<file path="config.mk">
export PLATFORM = sky130hd
export DESIGN_NAME = json_syntax_check
export DESIGN_NICKNAME = d
export VERILOG_FILES = /design/src/rtl/core/jsc_pkg.sv /design/src/rtl/core/jsc_step.sv /design/src/rtl/core/jsc_stack.sv /design/src/rtl/core/json_syntax_check.sv
export SDC_FILE = /design/constraint.sdc
export NUM_CORES = 1
export LEC_CHECK = 0
export ABC_AREA = 1
export BUFFER_PORTS_ARGS = -buffer_cell sky130_fd_sc_hd__clkbuf_2
export CORE_UTILIZATION = 44
export DETAILED_ROUTE_END_ITERATION = 8
export PLACE_DENSITY_LB_ADDON = 0.08
export SLEW_MARGIN = 20
export SYNTH_ARGS = -nofsm -noshare
export SYNTH_HDL_FRONTEND = slang
export SYNTH_HIERARCHICAL = 1
export SYNTH_SLANG_ARGS = --single-unit
</file>
<file path="constraint.sdc">
create_clock -name clk -period 3.2 [get_ports clk]
set_input_delay 0 -clock clk [delete_from_list [all_inputs] [get_ports clk]]
set_output_delay 0 -clock clk [all_outputs]
set_load 0.01 [all_outputs]
</file>
<file path="src/rtl/core/jsc_pkg.sv">
// ----------------------------------------------------------------------------
// jsc_pkg
// Types, character codes and literal tables for the JSON syntax checker.
// ----------------------------------------------------------------------------
package jsc_pkg;

	typedef enum logic [3:0] {
		PH_VALUE     = 4'd0,
		PH_AFTER     = 4'd1,
		PH_OBJ_FIRST = 4'd2,
		PH_OBJ_KEY   = 4'd3,
		PH_KEY_STR   = 4'd4,
		PH_KEY_ESC   = 4'd5,
		PH_COLON     = 4'd6,
		PH_ARR_FIRST = 4'd7,
		PH_STR       = 4'd8,
		PH_STR_ESC   = 4'd9,
		PH_NUMBER    = 4'd10,
		PH_LITERAL   = 4'd11
	} phase_t;

	localparam logic [1:0] LIT_TRUE  = 2'd0;
	localparam logic [1:0] LIT_FALSE = 2'd1;
	localparam logic [1:0] LIT_NULL  = 2'd2;

	localparam logic [7:0] CH_QUOTE  = 8'h22;
	localparam logic [7:0] CH_BSLASH = 8'h5C;
	localparam logic [7:0] CH_LBRACE = 8'h7B;
	localparam logic [7:0] CH_RBRACE = 8'h7D;
	localparam logic [7:0] CH_LBRACK = 8'h5B;
	localparam logic [7:0] CH_RBRACK = 8'h5D;
	localparam logic [7:0] CH_COMMA  = 8'h2C;
	localparam logic [7:0] CH_COLON  = 8'h3A;
	localparam logic [7:0] CH_T      = 8'h74;
	localparam logic [7:0] CH_F      = 8'h66;
	localparam logic [7:0] CH_N      = 8'h6E;

	localparam logic [6:0] MAX_NESTING_RST = 7'd64;

	typedef struct packed {
		phase_t     phase;
		logic [1:0] lit_kind;
		logic [2:0] lit_pos;
		logic       failed;
		logic       overflowed;
	} parse_st_t;

	localparam parse_st_t PARSE_RST = '{
		phase: PH_VALUE, lit_kind: LIT_TRUE, lit_pos: 3'd0,
		failed: 1'b0, overflowed: 1'b0};

	typedef struct packed {
		logic push;
		logic pop;
		logic kind;   // 1 = object, 0 = array
	} stk_op_t;

	typedef struct packed {
		logic empty;
		logic full;
		logic top_obj;
	} stk_stat_t;

	function automatic logic is_ws(input logic [7:0] c);
		return c == 8'h20 || c == 8'h09 || c == 8'h0A || c == 8'h0D;
	endfunction

	function automatic logic is_num(input logic [7:0] c);
		return (c >= 8'h30 && c <= 8'h39) || c == 8'h2E || c == 8'h65 ||
			c == 8'h45 || c == 8'h2B || c == 8'h2D;
	endfunction

	function automatic logic [2:0] lit_len(input logic [1:0] kind);
		return (kind == LIT_FALSE) ? 3'd5 : 3'd4;
	endfunction

	function automatic logic [7:0] lit_char(input logic [1:0] kind, input logic [2:0] pos);
		logic [7:0] ch;
		ch = 8'h00;
		case (kind)
			LIT_FALSE: begin
				case (pos)
					3'd0: ch = 8'h66;
					3'd1: ch = 8'h61;
					3'd2: ch = 8'h6C;
					3'd3: ch = 8'h73;
					3'd4: ch = 8'h65;
					default: ch = 8'h00;
				endcase
			end
			LIT_NULL: begin
				case (pos)
					3'd0: ch = 8'h6E;
					3'd1: ch = 8'h75;
					3'd2: ch = 8'h6C;
					3'd3: ch = 8'h6C;
					default: ch = 8'h00;
				endcase
			end
			default: begin
				// true, also for the unused kind code
				case (pos)
					3'd0: ch = 8'h74;
					3'd1: ch = 8'h72;
					3'd2: ch = 8'h75;
					3'd3: ch = 8'h65;
					default: ch = 8'h00;
				endcase
			end
		endcase
		return ch;
	endfunction

endpackage

</file>
<file path="src/rtl/core/jsc_step.sv">
// ----------------------------------------------------------------------------
// jsc_step
// One-byte parser transition: next parse state and the stack push or pop.
// ----------------------------------------------------------------------------
module jsc_step import jsc_pkg::*; (
	input  logic       en,
	input  logic [7:0] text_byte,
	input  parse_st_t  st,
	input  stk_stat_t  stat,
	output parse_st_t  nxt,
	output stk_op_t    op
);

	phase_t     ph1;
	phase_t     ph2;
	logic       ws;
	logic       starter;
	logic [1:0] kind;
	logic [2:0] pos_inc;

	always_comb begin
		ws      = is_ws(text_byte);
		starter = text_byte == CH_QUOTE || text_byte == CH_LBRACE ||
			text_byte == CH_LBRACK || text_byte == CH_T || text_byte == CH_F ||
			text_byte == CH_N || is_num(text_byte);
		kind    = (st.lit_kind == LIT_FALSE || st.lit_kind == LIT_NULL) ?
			st.lit_kind : LIT_TRUE;
		pos_inc = st.lit_pos + 3'd1;

		// resolve the re-dispatch chain: first array slot -> value -> after
		ph1 = (st.phase == PH_ARR_FIRST && !ws && text_byte != CH_RBRACK) ?
			PH_VALUE : st.phase;
		ph2 = ((ph1 == PH_VALUE && !ws && !starter) ||
			(ph1 == PH_NUMBER && !is_num(text_byte))) ? PH_AFTER : ph1;

		nxt = st;
		op  = '{push: 1'b0, pop: 1'b0, kind: 1'b0};

		if (en && !st.failed) begin
			// the re-dispatched phase stands unless a branch below moves it
			nxt.phase = ph2;
			case (ph2)
				PH_VALUE: begin
					if (text_byte == CH_QUOTE) begin
						nxt.phase = PH_STR;
					end else if (text_byte == CH_LBRACE || text_byte == CH_LBRACK) begin
						if (stat.full) begin
							nxt.overflowed = 1'b1;
							nxt.failed     = 1'b1;
						end else begin
							op.push   = 1'b1;
							op.kind   = text_byte == CH_LBRACE;
							nxt.phase = (text_byte == CH_LBRACE) ? PH_OBJ_FIRST : PH_ARR_FIRST;
						end
					end else if (text_byte == CH_T || text_byte == CH_F || text_byte == CH_N) begin
						nxt.lit_kind = (text_byte == CH_T) ? LIT_TRUE :
							((text_byte == CH_F) ? LIT_FALSE : LIT_NULL);
						nxt.lit_pos  = 3'd1;
						nxt.phase    = PH_LITERAL;
					end else if (is_num(text_byte)) begin
						nxt.phase = PH_NUMBER;
					end
				end
				PH_AFTER: begin
					if (!ws) begin
						if (stat.empty) begin
							nxt.failed = 1'b1;
						end else if (text_byte == CH_COMMA) begin
							nxt.phase = stat.top_obj ? PH_OBJ_KEY : PH_VALUE;
						end else if (text_byte == (stat.top_obj ? CH_RBRACE : CH_RBRACK)) begin
							op.pop    = 1'b1;
							nxt.phase = PH_AFTER;
						end else begin
							nxt.failed = 1'b1;
						end
					end
				end
				PH_OBJ_FIRST: begin
					if (!ws) begin
						if (text_byte == CH_RBRACE) begin
							op.pop    = 1'b1;
							nxt.phase = PH_AFTER;
						end else if (text_byte == CH_QUOTE) begin
							nxt.phase = PH_KEY_STR;
						end else begin
							nxt.failed = 1'b1;
						end
					end
				end
				PH_OBJ_KEY: begin
					if (!ws) begin
						if (text_byte == CH_QUOTE)
							nxt.phase = PH_KEY_STR;
						else
							nxt.failed = 1'b1;
					end
				end
				PH_KEY_STR: begin
					if (text_byte == CH_BSLASH)
						nxt.phase = PH_KEY_ESC;
					else if (text_byte == CH_QUOTE)
						nxt.phase = PH_COLON;
				end
				PH_KEY_ESC: begin
					nxt.phase = PH_KEY_STR;
				end
				PH_COLON: begin
					if (!ws) begin
						if (text_byte == CH_COLON)
							nxt.phase = PH_VALUE;
						else
							nxt.failed = 1'b1;
					end
				end
				PH_ARR_FIRST: begin
					// only whitespace or the closing bracket reach here
					if (text_byte == CH_RBRACK) begin
						op.pop    = 1'b1;
						nxt.phase = PH_AFTER;
					end
				end
				PH_STR: begin
					if (text_byte == CH_BSLASH)
						nxt.phase = PH_STR_ESC;
					else if (text_byte == CH_QUOTE)
						nxt.phase = PH_AFTER;
				end
				PH_STR_ESC: begin
					nxt.phase = PH_STR;
				end
				PH_NUMBER: begin
					nxt.phase = PH_NUMBER;
				end
				PH_LITERAL: begin
					if (st.lit_pos < lit_len(kind) && text_byte == lit_char(kind, st.lit_pos)) begin
						nxt.lit_pos = pos_inc;
						if (pos_inc >= lit_len(kind))
							nxt.phase = PH_AFTER;
					end else begin
						nxt.failed = 1'b1;
					end
				end
				default: begin
					nxt.failed = 1'b1;
				end
			endcase
		end
	end

endmodule

</file>
<file path="src/rtl/core/jsc_stack.sv">
// ----------------------------------------------------------------------------
// jsc_stack
// Container-kind stack as a shift line with the nesting level and limit check.
// ----------------------------------------------------------------------------
module jsc_stack import jsc_pkg::*; #(
	parameter int MAX_DEPTH = 64
) (
	input  logic       clk,
	input  logic       arst_n,
	input  logic       clear,
	input  stk_op_t    op,
	input  logic [6:0] max_nesting,
	output stk_stat_t  stat,
	output logic       empty_nxt
);

	localparam int LW = $clog2(MAX_DEPTH + 1);
	localparam int CW = (LW > 7) ? LW : 7;

	logic [MAX_DEPTH-1:0] stk_q;   // entry 0 is the top
	logic [LW-1:0]        level_q;
	logic [CW-1:0]        limit;
	logic                 do_push;
	logic                 do_pop;

	assign limit = (CW'(max_nesting) > CW'(MAX_DEPTH)) ? CW'(MAX_DEPTH) : CW'(max_nesting);

	assign stat.empty   = level_q == '0;
	assign stat.full    = CW'(level_q) >= limit;
	assign stat.top_obj = !stat.empty && stk_q[0];

	assign do_push = op.push && !stat.full;
	assign do_pop  = op.pop && !stat.empty;

	assign empty_nxt = (stat.empty && !do_push) || (level_q == LW'(1) && do_pop);

	always_ff @(posedge clk or negedge arst_n) begin
		if (!arst_n) begin
			level_q <= '0;
		end else if (clear) begin
			level_q <= '0;
		end else if (do_push) begin
			level_q <= level_q + LW'(1);
		end else if (do_pop) begin
			level_q <= level_q - LW'(1);
		end
	end

	// entries below the level are never read before being pushed
	for (genvar i = 0; i < MAX_DEPTH; i++) begin : g_ent
		logic shin;
		logic shout;
		if (i == 0) begin : g_top
			assign shin = op.kind;
		end else begin : g_mid
			assign shin = stk_q[i-1];
		end
		if (i == MAX_DEPTH - 1) begin : g_bot
			assign shout = 1'b0;
		end else begin : g_up
			assign shout = stk_q[i+1];
		end
		always_ff @(posedge clk) begin
			if (do_push)
				stk_q[i] <= shin;
			else if (do_pop)
				stk_q[i] <= shout;
		end
	end

endmodule

</file>
<file path="src/rtl/core/json_syntax_check.sv">
// ----------------------------------------------------------------------------
// json_syntax_check
// Streaming syntax check of one lenient JSON message, one byte per request.
// ----------------------------------------------------------------------------
// The block takes one message byte per cycle and, on the byte marked is_last,
// delivers one result: is_valid when the message is a single value followed
// only by whitespace, too_deep when a container was opened past max_nesting
// (capped at MAX_DEPTH). A byte waits in the input register; its state
// transition and stack push or pop complete as it leaves, so the sustained
// rate is one byte per cycle unless stalled; the result register loads as the
// last byte leaves. The input stalls only while a finished result waits on a
// stalled output and the next last byte is ready behind it. The user writes
// max_nesting through the always-ready configuration channel between messages;
// the block does not enforce this. It resets to 64 and is kept across messages.
module json_syntax_check import jsc_pkg::*; #(
	parameter int MAX_DEPTH = 64
) (
	input  logic       clk,
	input  logic       arst_n,
	input  logic       cfg_valid,
	output logic       cfg_ready,
	input  logic [6:0] max_nesting,
	input  logic       text_valid,
	output logic       text_stall,
	input  logic [7:0] text_byte,
	input  logic       is_last,
	output logic       result_valid,
	input  logic       result_stall,
	output logic       is_valid,
	output logic       too_deep
);

	logic       valid_s1;
	logic [7:0] byte_s1;
	logic       last_s1;
	logic [6:0] max_nesting_q;
	parse_st_t  st_q;
	parse_st_t  st_nxt;
	stk_op_t    op;
	stk_stat_t  stat;
	logic       empty_nxt;
	logic       advance;
	logic       valid_q;
	logic       is_valid_q;
	logic       too_deep_q;

	assign cfg_ready = 1'b1;

	always_ff @(posedge clk or negedge arst_n) begin
		if (!arst_n)
			max_nesting_q <= MAX_NESTING_RST;
		else if (cfg_valid)
			max_nesting_q <= max_nesting;
	end

	// a last byte waits only if the result register is full and held
	assign advance    = valid_s1 && !(last_s1 && valid_q && result_stall);
	assign text_stall = valid_s1 && !advance;

	always_ff @(posedge clk or negedge arst_n) begin
		if (!arst_n) begin
			valid_s1 <= 1'b0;
		end else if (text_valid && !text_stall) begin
			valid_s1 <= 1'b1;
		end else if (advance) begin
			valid_s1 <= 1'b0;
		end
	end

	always_ff @(posedge clk) begin
		if (text_valid && !text_stall) begin
			byte_s1 <= text_byte;
			last_s1 <= is_last;
		end
	end

	jsc_step u_step (
		.en        (advance),
		.text_byte (byte_s1),
		.st        (st_q),
		.stat      (stat),
		.nxt       (st_nxt),
		.op        (op)
	);

	jsc_stack #(
		.MAX_DEPTH (MAX_DEPTH)
	) u_stack (
		.clk         (clk),
		.arst_n      (arst_n),
		.clear       (advance && last_s1),
		.op          (op),
		.max_nesting (max_nesting_q),
		.stat        (stat),
		.empty_nxt   (empty_nxt)
	);

	always_ff @(posedge clk or negedge arst_n) begin
		if (!arst_n) begin
			st_q <= PARSE_RST;
		end else if (advance) begin
			st_q <= last_s1 ? PARSE_RST : st_nxt;
		end
	end

	always_ff @(posedge clk or negedge arst_n) begin
		if (!arst_n) begin
			valid_q <= 1'b0;
		end else if (advance && last_s1) begin
			valid_q <= 1'b1;
		end else if (!result_stall) begin
			valid_q <= 1'b0;
		end
	end

	always_ff @(posedge clk) begin
		if (advance && last_s1) begin
			is_valid_q <= !st_nxt.failed && empty_nxt &&
				(st_nxt.phase == PH_AFTER || st_nxt.phase == PH_NUMBER);
			too_deep_q <= st_nxt.overflowed;
		end
	end

	assign result_valid = valid_q;
	assign is_valid     = is_valid_q;
	assign too_deep     = too_deep_q;

endmodule

</file>
Word level (Yosys, flattened, before mapping)

Cells that the tools add are included.

Bits of input ports: 21
Bits in registers: 102
Output and inout bits: 5
Logic and storage cells: 422

Muxes and demuxes: 214
Add/subtract/negate cells: 3
Magnitude comparators: 6
Reductions and logical operators: 68
Equal/unequal tests: 54

Operator list:

| cell                 | number |
|---|---|
| $mux W1              | 160 |
| $mux W4              | 24 |
| $eq A8 B7 Y1 const B | 10 |
| $eq A8 B6 Y1 const B | 7 |
| $pmux W4 S12         | 1 |
| $mux W7              | 5 |
| $pmux W7 S5          | 1 |
| $pmux W7 S4          | 1 |
| $eq A4 B4 Y1 const B | 6 |
| $eq A8 B4 Y1 const B | 3 |
| $mux W11             | 2 |
| $logic_and A1 B1 Y1  | 21 |
| $logic_or A1 B1 Y1   | 21 |
| $pmux W7 S3          | 1 |
| $eq A4 B3 Y1 const B | 5 |
| $eq A8 B8 Y1         | 2 |
| $mux W8              | 2 |
| $pmux W8 S2          | 1 |
| $mux W2              | 7 |
| $logic_not A1 Y1     | 11 |
| $mux W5              | 2 |
| $reduce_bool A2 Y1   | 5 |
| $mux W3              | 3 |
| $eq A4 B1 Y1 const B | 2 |
| 33 further kinds     | 42 |

Logic depth before layout (Yosys ltp)

Gate-level depths: netlist of the first run.

Word-level depth: 24
Mapped depth: 25

Cells and area by module

The synthesis of the first run kept the hierarchy.

By module, submodules not included:

| module            | cells an instance | times used | area an instance (um^2) |
|---|---|---|---|
| jsc_stack         | 407               | 1          | 3623.5 |
| jsc_step          | 328               | 1          | 1624.1 |
| json_syntax_check | 111               | 1          | 1181.1 |

Worst setup path before layout of the first run

Ideal clock, no wire load.

Kind: flip-flop to flip-flop
Start point: reg byte_s1[2]
End point: reg u_stack.stk_q[1], in the netlist u_stack/g_ent[0].shout, enable pin
Setup time: 0.379 ns
Required time: 2.821 ns
Cell stages (with the launch flop): 14
Clock period less this slack: 3.230 ns
Arrival: 2.851 ns
Slack: -0.030 ns
Path buffers: 0
Path through: edfxtp_1 -> nor2_4 -> nand3_1 -> nor3_1 -> nor2_1 -> nand3_2 -> nand2_2 -> nand2_4 -> nand3_4 -> nor2_8 -> nand3_4 -> nor3_1 -> nand3_4 -> nand2_4

RTL lines:

| item                           | RTL line                | source |
|---|---|---|
| start: declaration             | json_syntax_check.sv:34 | `logic [7:0] byte_s1;` |
| start signal: assignment       | json_syntax_check.sv:72 | `byte_s1 <= text_byte;` |
| end signal: indexed assignment | jsc_stack.sv:65         | `stk_q[i] <= shin;` |
| end signal: indexed assignment | jsc_stack.sv:67         | `stk_q[i] <= shout;` |
| end: declaration               | jsc_stack.sv:20         | `logic [MAX_DEPTH-1:0] stk_q;` |

==> results of run 1 <==
## sequential cells by signal, indices dropped and copies added, names as in the netlist
register	flops
too_deep	1
u_stack/g_ent.shout	61
u_stack/level_q	7
valid_s1	1
u_stack/g_ent.shin	3
byte_s1	8
last_s1	1
max_nesting_q	7
is_valid	1
result_valid	1
st_q	11
## kinds of logic after synthesis
logic type / synth area share, %
buf+inv: 7.38
simple gates: 37.2
xor+xnor: 0.818
fa+ha+maj: 3.89
compound gates: 5.08
flops: 45.6
other cells: 0.0583
## layout make-up
class	instances	area (um2)	share of cell area [%]
Multi-Input combinational cell	637	3070	40.2
Timing Repair Buffer	87	793	10.4
Tap cell	180	225	2.95
Clock buffer	10	229	3.00
Clock inverter	6	48.8	0.640
Inverter	86	330	4.33
Sequential cell	102	2930	38.4
## stage by stage
| stage | power (W) | std cells |
|---|---|---|
| floorplan | 0.00204 | 846 |
| global placement | 0.00225 | 1050 |
| detailed placement | 0.00225 | 1050 |
| CTS | 0.00334 | 1095 |
| global route | 0.00350 | 1108 |
| finish | 0.00333 | 1108 |
## placed cells by master, fill, tap and decap left out, drive strengths merged
cell type	netlist	routed
nand2	406	407
inv	84	85
edfxtp	75	75
nor2	69	69
nand3	43	43
clkbuf	4	37
o21ai	34	34
buf	18	31
dlygate4sd3	0	29
dfrtp	26	26
nand4	22	22
ha	20	20
a21oi	13	13
clkinv	2	7
nor3	6	6
nand3b	5	5
o211ai	4	4
xor2	3	3
xnor2	3	3
o22ai	2	2
conb	1	1
dfstp	1	1
nor4	1	1
a21boi	1	1
or2	1	1
a22oi	1	1
o21bai	1	1
## worst paths after layout
kind                            slack (ns)                       to  startpoint
worst max register to register        0.18  u_stack/g_ent[56].shout  byte_s1[3]
max in group asynchronous             2.50                  st_q[3]      arst_n
worst max-delay path                  0.18  u_stack/g_ent[56].shout  byte_s1[3]
worst min register to register        0.47                  st_q[0]     st_q[0]
min in group asynchronous             0.21       u_stack/level_q[3]      arst_n
worst min-delay path                  0.04         max_nesting_q[3]   cfg_valid
## what timing repair did
item,CTS,global route
setup endpoints to repair,0,125
buffers inserted,0,10
hold buffers,29,0
resized for setup,0,12
hold endpoints to repair,44,0
## critical path: stages (launching register included)
cell and delay (ns):
edfxtp_1 0.51, inv_2 0.13, nor2_4 0.05, nand3_1 0.12, nand2_1 0.08, nand2_1 0.07, nand2_1 0.06, a21oi_2 0.19
nand3b_1 0.16, nand2_2 0.13, nand2_2 0.11, nor2_8 0.14, nand3_4 0.07, nor3_1 0.13, buf_4 0.17, nand3_4 0.22
clkbuf_16 0.30, nand2_1 0.09, nand2_1 0.05
## where the power goes
group	switching (W)	internal, W
clock network	0.000510	0.000535
registers	0.0000373	0.00145
logic	0.000519	0.000276
total	0.00107	0.00226
## layer usage
metal,track usage [%],share of wire [%],vias to the layer above,routed length (um)
met4,7.16,2.1,0,327
met5,0,0,-,0
li1,-,-,2870,-
met1,27.4,46,2679,7010
met2,34.2,47,185,7190
met3,4.79,5.3,26,809
==> summary.txt, run 1 <==
Clocking
  – Clock Latency Late Sink: 0.35 ns
  – Reg clk slew, reported paths: 0.07 ns
  – CTS tree: built
  – Clk sinks: 102
  – Root Buffer: clkbuf_16
  – H-tree depth: 3
  – Clock Path Buffers: 2
  – Cts bufs inserted: 9

Global routing
  – Initial antenna violation count: 0
  – Largest net degree at the start of global routing: 65
  – First-pass GRT wire length: 24,800 um
  – Total track usage: 21.0%
  – Grt total ovfl: 0
  – Vias in the first global route: 5,297

Logic synthesis
  – Syn Inst Count: 846
  – Syn_nets: 887
  – Synth Register Bits: 102
  – Fraction of registers with async set or reset after synthesis: 26.5%
  – Syn avg cell area: 7.60 um2
  – Ys Warns: 6
  – Cell with the most instances after synthesis: nand2_1
  – Sequential share of the synthesized area: 45.6%
  – Share of the synthesized area in the top cell type: 35.0%
  – Primary FF master, synth: edfxtp_1
  – Mapped Area: 6430 um2
  – Yosys top cell by area: edfxtp_1
  – Area contributors post-synth: edfxtp_1 35%, nand2_1 23%, dfrtp_1 10%, inv_1 4.3%, ha_1 3.9%
  – EDFF count, synth: 75
  – Synth top cells by count: 394 x nand2_1, 75 x edfxtp_1, 74 x inv_1, 53 x nor2_1, 37 x nand3_1
  – Post-synth cell types: 41

Floorplan
  – I/O pin cnt: 26
  – Die ar.: 15,100 um2
  – Core Box Area: 14,000 um2
  – Die width: 123 um
  – Initial Utilization: 45.8%
  – Floorplan row count: 43
  – Chip height: 123 um

Timing
  – Clock Skew: 0.00783 ns
  – Least-Margin Pin Slew: 0.856 ns
  – Hold Fails Final Rpt: 0
  – Final Cycle Share: 94.4%
  – Hold WS: 0.0359 ns
  – Final worst slack: 0.178 ns
  – RSZ-0062 raised after global routing: no
  – # setup viols final: 0
  – Fmax: 331 MHz
  – Slew margin rel.: 42.7%
  – Final Critical Period: 3.02 ns
  – Fin Setup TNS: 0 ns
  – Final max-slew violation count: 0

Hold path
  – Hold path depth: 2
  – Min-Delay Path Class: input port to flip-flop

Setup path
  – Worst path required time: 3.31 ns
  – Worst reg2reg path depth: 18
  – Crit end category: flip-flop
  – Worst Path Arrival: 3.13 ns
  – CP max FO: 32
  – Startpoint types: flip-flop
  – Critical path type: flip-flop to flip-flop

Pwr
  – VDD IR-drop max: 336 uV
  – Power per standard cell area: 436 nW/um2
  – Leak pwr: 3.64 nW

Drt
  – Post-route DRC: 0
  – Vias/cell: 5.20
  – Average wire per cell in the routed design: 13.8 um
  – DR iter-0 viols: 519
  – First-pass DRT Iterations: 7
  – DR vias: 5,760
  – Total wire length: 15,300 um
  – Post-route ant nets: 0

Cells and area
  – Post-layout util: 54.3%
  – Share of layout cells above drive strength 1: 13.9%
  – Final instance area: 7620 um2
  – Area grow syn2layout: 18.6%
  – Fill count: 1,300
  – N_diodes: 0
  – Nets: 964

Placed design
  – Post-DP Area: 6880 um2
  – Setup Slack @ Placement: 0.102 ns
  – GP Congestion: 0.949
  – DPL Wire Length: 10,600 um
  – PortBufs: 24

Run status
  – Status: completed

Job
  – Max cap viols: 0
(Power assumes the default switching activity.)
==> run 2: changes to the inputs <==
--- a/config.mk
+++ b/config.mk
@@ -6,10 +6,12 @@
 export NUM_CORES = 1
 export LEC_CHECK = 0
 export ABC_AREA = 1
-export BUFFER_PORTS_ARGS = -buffer_cell sky130_fd_sc_hd__clkbuf_2
+export BUFFER_PORTS_ARGS = -buffer_cell sky130_fd_sc_hd__buf_2
 export CORE_UTILIZATION = 44
+export CTS_BUF_LIST = sky130_fd_sc_hd__clkbuf_16
 export DETAILED_ROUTE_END_ITERATION = 8
 export PLACE_DENSITY_LB_ADDON = 0.08
+export RECOVER_POWER = 100
 export SLEW_MARGIN = 20
 export SYNTH_ARGS = -nofsm -noshare
 export SYNTH_HDL_FRONTEND = slang
==> run 2 against run 1 <==
  * The run now ends with capacitance limit, slew limit left
  * Core utilization fell by 0.57 points
  * Register-to-register slack improved by 0.06 ns
  * Die area did not move
==> summary.txt, run 2 (synthesized netlist as in run 1, its figures left out) <==
Cells and area
  – Nets: 956
  – Area grow syn2layout: 17.3%
  – N_diodes: 0
  – Commonest non-fill, non-tap cell in the layout: nand2_1
  – Max reg flops: 61
  – Share of layout cells above drive strength 1: 12.9%
  – Most frequent cells in the layout: 389 x nand2_1, 75 x edfxtp_1, 73 x inv_1

Timing
  – # setup viols final: 0
  – Clock Skew: 0.00576 ns
  – Fin Setup TNS: 0 ns
  – Hold Fails Final Rpt: 0
  – Final worst slack: 0.239 ns
  – Least-Margin Pin Slew: 1.54 ns
  – Slew margin rel.: -2.52%
  – Hold WS: 0.0109 ns
  – Fmax: 338 MHz
  – Final Cycle Share: 92.5%
  – Final max-slew violation count: 28
  – Final Critical Period: 2.96 ns
  – RSZ-0062 raised after global routing: no

Clocking
  – Clock Path Buffers: 2
  – Cts bufs inserted: 9
  – Root Buffer: clkbuf_16
  – Clk sinks: 102
  – Reg clk slew, reported paths: 0.07 ns
  – H-tree depth: 3
  – Clock Latency Late Sink: 0.35 ns
  – CTS tree: built

Drt
  – Post-route DRC: 0
  – Vias/cell: 5.11
  – First-pass DRT Iterations: 5
  – DR iter-0 viols: 485
  – Post-route ant nets: 0
  – Total wire length: 14,900 um
  – Average wire per cell in the routed design: 13.6 um
  – DR vias: 5,616

Setup path
  – Bufs and invs on worst path: 3
  – CP max FO: 18
  – Cell mode on critical path: nand2_1
  – Crit-path max cell delay: 0.51 ns
  – Worst r2r src: byte_s1[3]
  – CP startpoint: byte_s1[3]
  – Crit end category: flip-flop
  – Startpoint types: flip-flop
  – Reg2Reg Setup Slack: 0.24 ns
  – Kind of cell adding the most delay to the critical path: simple AND/OR/NAND/NOR gates
  – Worst path required time: 3.25 ns
  – Worst Path Arrival: 3.02 ns
  – Slowest CP cell: edfxtp_1
  – Critical path type: flip-flop to flip-flop
  – Crit path cell chain: inv_2, nor2_2, nand3_1, nand2_1, nand2_1, nand2_1, a21oi_2, nand3b_1, nand2_2, nand2_2, nor2_8, nand3_4, nor3_1, buf_4, nand3_4, nand2_8, buf_6

Global routing
  – Total track usage: 21.0%
  – First-pass GRT wire length: 24,900 um
  – Vias in the first global route: 5,295
  – Grt total ovfl: 0
  – Largest net degree at the start of global routing: 53
  – Initial antenna violation count: 0

Pwr
  – Power per standard cell area: 465 nW/um2
  – VDD IR-drop max: 333 uV
  – Leak pwr: 3.57 nW

Floorplan
  – Core Box Area: 14,000 um2
  – I/O pin cnt: 26
  – Initial Utilization: 45.8%
  – Floorplan row count: 43
  – Chip height: 123 um
  – Die width: 123 um
  – Die ar.: 15,100 um2

Placed design
  – DPL Wire Length: 10,500 um
  – GP Congestion: 0.963
  – Setup Slack @ Placement: 0.0916 ns
  – PortBufs: 24

Run status
  – Failing checks: capacitance limit, slew limit
  – Status: complete, but fails checks

Job
  – Max cap viols: 1

Hold path
  – Min-Delay Path Class: input port to flip-flop
  – Hold path startpoint: cfg_valid
==> run 2: timing repair <==
| item | in CTS | in global routing |
|---|---|---|
| endpoints found under the hold margin | 44 | 0 |
| setup endpoints to repair | 0 | 129 |
| hold buffers | 31 | 0 |
| resized for setup | 0 | 20 |
| buffers inserted | 0 | 4 |
==> run 2: where the power goes <==
part	internal (W)	total [W]	switching, W
Combinational	0.000280	0.000800	0.000520
Sequential	0.00145	0.00148	0.0000330
Clock	0.000696	0.00122	0.000527
Total	0.00243	0.00351	0.00108
==> run 2: cell type report <==
type                    instances  area (um2)
clock buffers                   9         225
clock inverters                 7         105
fillers                      1333        6500
inverters                      86         325
multi-input cells             636        3070
flip-flops and latches        102        2930
well taps                     180         225
repair buffers                 80         664
==> run 2: through the flow <==
step,util [%],std cells,instance area (um2),total power [W]
finish,53.7,1100,7540,0.00351
global route,53.7,1100,7540,0.00369
CTS,53.3,1095,7480,0.00352
detailed placement,48.7,1048,6840,0.00225
global placement,48.7,1048,6840,0.00225
floorplan,-,846,6440,0.00204
==> run 2: worst reg2reg max path: cells and delay by family, from the launching register on <==
family	cells	cell delay, ns
simple gates	13	1.43
flops	1	0.51
compound gates	1	0.20
buf+inv	3	0.51
==> run 2: path summary, 6_finish.rpt <==
kind,to,depth (start not counted)
max in group asynchronous,st_q[2],2
max,u_stack/g_ent[29].shout,17
min in group asynchronous,u_stack/level_q[4],2
min,max_nesting_q[4],2
min reg2reg,st_q[0],2
max reg2reg,u_stack/g_ent[29].shout,17
==> run 2: metal layers <==
metal	wire length (um)	share of wire [%]	global-route usage, %	up-vias
li1	-	-	-	2843
met3	660	4.4	4.00	33
met5	0	0	0	-
met1	7070	47	28.3	2588
met2	6820	46	33.5	152
met4	359	2.4	7.55	0
==> run 3: changes to the inputs <==
--- a/config.mk
+++ b/config.mk
@@ -5,7 +5,6 @@
 export SDC_FILE = /design/constraint.sdc
 export NUM_CORES = 1
 export LEC_CHECK = 0
-export ABC_AREA = 1
 export BUFFER_PORTS_ARGS = -buffer_cell sky130_fd_sc_hd__buf_2
 export CORE_UTILIZATION = 44
 export CTS_BUF_LIST = sky130_fd_sc_hd__clkbuf_16
==> run 3 against run 2 <==
  * The flow finishes with violations (capacitance limit, slew limit, setup timing)
  * Flip-flop and latch count unchanged
  * Clock power decreased by 11%
  * Clock skew rose by 0.0033 ns
  * Critical path depth stayed put
  * Design area rose by 17%
  * Setup slack lost 0.52 ns
  * First-iteration DRC count decreased by 50%
  * Highest routed layer unchanged
  * Global-route usage grew 1.9 points
  * Sequential share of layout area down 5.6 points
==> summary.txt, run 3 <==
Run status
  – Status: complete, but fails checks
  – Failing checks: capacitance limit, slew limit, setup timing

Timing
  – Fmax: 287 MHz
  – Clock Skew: 0.00905 ns
  – # setup viols final: 135
  – Hold Fails Final Rpt: 0
  – Final Cycle Share: 109%
  – Hold WS: 0.0123 ns
  – Final worst slack: -0.285 ns
  – Slew margin rel.: -3.17%
  – Least-Margin Pin Slew: 1.55 ns
  – RSZ-0062 raised after global routing: yes
  – Final max-slew violation count: 28
  – Final Critical Period: 3.49 ns

Placed design
  – GP Congestion: 0.905
  – DPL Wire Length: 12,100 um
  – Post-DP Area: 7810 um2
  – Setup Slack @ Placement: -0.264 ns
  – PortBufs: 24
  – Placed cells: 907

Setup path
  – Worst r2r src: byte_s1[6]
  – CP startpoint: byte_s1[6]
  – Worst path required time: 3.43 ns
  – Startpoint types: flip-flop
  – Reg2Reg Setup Slack: -0.29 ns
  – Critical path type: flip-flop to flip-flop
  – CP max FO: 5
  – Worst Path Arrival: 3.71 ns
  – Crit end category: flip-flop

Logic synthesis
  – Synth top cells by count: 75 x edfxtp_1, 71 x mux2_2, 40 x nand2_1, 30 x nor2_1, 26 x dfrtp_1
  – Syn_nets: 651
  – Sequential share of the synthesized area: 44.3%
  – Syn Inst Count: 610
  – Synth Register Bits: 102
  – Ys Warns: 6
  – Primary FF master, synth: edfxtp_1
  – Compound-gate portion of the synthesized area: 13.4%
  – Mux cell area share after synthesis: 12.7%
  – EDFF count, synth: 75
  – Mapped Area: 6610 um2
  – Fraction of registers with async set or reset after synthesis: 26.5%
  – Post-synthesis adder-cell area fraction: 3.79%
  – Cell with the most instances after synthesis: edfxtp_1
  – Share of the synthesized area in the top cell type: 34.1%
  – XOR/XNOR Fraction of Synth Area: 0.398%
  – Largest family of logic cells by synthesized area: simple AND/OR/NAND/NOR gates
  – Post-Synth Simple-Gate Area: 20.5%
  – Yosys top cell by area: edfxtp_1
  – Syn avg cell area: 10.8 um2
  – Area contributors post-synth: edfxtp_1 34%, mux2_2 12%, dfrtp_1 9.9%, ha_1 3.8%, nand2_1 2.3%
  – Post-synth cell types: 86

Floorplan
  – Chip height: 125 um
  – Core Box Area: 14,600 um2
  – I/O pin cnt: 26
  – Die ar.: 15,500 um2
  – Die width: 125 um
  – Initial Utilization: 45.3%
  – Floorplan row count: 44

Cells and area
  – Commonest non-fill, non-tap cell in the layout: buf_4
  – N_diodes: 0
  – Max reg flops: 61
  – Layout Cells excl Fill: 973
  – Fill count: 1,171
  – Nets: 825
  – Final instance area: 8810 um2
  – Share of layout cells above drive strength 1: 39.7%
  – Post-layout util: 60.4%
  – Area grow syn2layout: 33.4%
  – Most frequent cells in the layout: 139 x buf_4, 75 x edfxtp_1, 50 x mux2_2

Job
  – Max cap viols: 1

Clocking
  – H-tree depth: 3
  – Root Buffer: clkbuf_16
  – CTS tree: built
  – Clock Latency Late Sink: 0.36 ns
  – Cts bufs inserted: 9
  – Clk sinks: 102
  – Clock Path Buffers: 2
  – Reg clk slew, reported paths: 0.07 ns

Global routing
  – Met1 GRT Util: 29.0%
  – Total track usage: 22.9%
  – First-pass GRT wire length: 28,500 um
  – Grt total ovfl: 0
  – Vias in the first global route: 5,575
  – Global route hottest layer: met2
  – Largest net degree at the start of global routing: 30
  – GR Util met2: 39.2%
  – M3 GR Usage: 2.88%
  – Initial antenna violation count: 0

Drt
  – Total wire length: 17,300 um
  – DR iter-0 viols: 243
  – Average wire per cell in the routed design: 17.8 um
  – Post-route DRC: 0
  – DR vias: 5,538
  – First-pass DRT Iterations: 5
  – Post-route ant nets: 0
  – Vias/cell: 5.69

Hold path
  – Hold path startpoint: cfg_valid
  – Min-Delay Path Class: input port to flip-flop

Pwr
  – Power per standard cell area: 445 nW/um2
  – Leak pwr: 3.41 nW
  – VDD IR-drop max: 307 uV
## run 3: area by class of cell
cell class / count / area [um2] / share of cell area (%)
clock buffers: 9 / 225 / 2.56
clock inverters: 7 / 65.1 / 0.738
inverters: 26 / 97.6 / 1.11
multi-input cells: 446 / 3610 / 41.0
flip-flops and latches: 102 / 2930 / 33.2
well taps: 184 / 230 / 2.61
repair buffers: 199 / 1660 / 18.8
## run 3: through the flow
step,TNS (ns),total power [W]
finish,-31.85,0.00392
global route,-49.91,0.00410
CTS,-23.92,0.00382
detailed placement,-24.27,0.00263
global placement,-13.43,0.00263
floorplan,-22.48,0.00213
## run 3: what timing repair did
action / in CTS / in global routing
setup endpoints to repair: 134 / 136
hold buffers: 18 / 0
gates cloned: 6 / 1
pin swaps: 2 / 22
buffers inserted: 19 / 11
gates resized for setup: 28 / 21
endpoints found under the hold margin: 43 / 0
## run 3: cell families after synthesis
family	count (synthesis)
other	1
buffers and inverters	62
and+or+nand+nor	231
muxes	75
adders and majority gates	20
xor gates and xnor gates	3
DFF	102
AOI/OAI and AO/OA	116
## run 3: worst max-delay path, stage by stage, from the launching register on
cell      delay, ns
edfxtp_1       0.46
buf_4          0.18
and4bb_4       0.21
a211o_1        0.30
nand3b_1       0.23
a21o_1         0.26
nor4_4         0.34
inv_2          0.09
buf_4          0.14
buf_4          0.12
buf_4          0.12
buf_4          0.12
buf_4          0.12
buf_4          0.12
buf_4          0.12
buf_4          0.13
nor3_4         0.16
mux2_4         0.16
## run 3: worst paths after layout
kind	to	depth (start not counted)
worst max-delay path	u_stack/g_ent[1].shin	17
worst min-delay path	max_nesting_q[2]	2
worst max register to register	u_stack/g_ent[1].shin	17
worst min register to register	max_nesting_q[2]	1
max in group asynchronous	st_q[5]	2
min in group asynchronous	max_nesting_q[0]	2
## run 3: report_power, final
| group | total (W) | switching [W] | leakage, nW | internal, W |
|---|---|---|---|---|
| Clock | 0.00108 | 0.000535 | 0.143 | 0.000546 |
| Sequential | 0.00149 | 0.0000375 | 0.986 | 0.00145 |
| Combinational | 0.00135 | 0.000676 | 2.28 | 0.000673 |
## run 3: layer usage
| metal | routed length [um] | share of wire, % | up-vias |
|---|---|---|---|
| li1 | - | - | 2674 |
| met1 | 7570 | 44 | 2725 |
| met2 | 8780 | 51 | 111 |
| met3 | 533 | 3.1 | 28 |
| met4 | 469 | 2.7 | 0 |
| met5 | 0 | 0 | - |
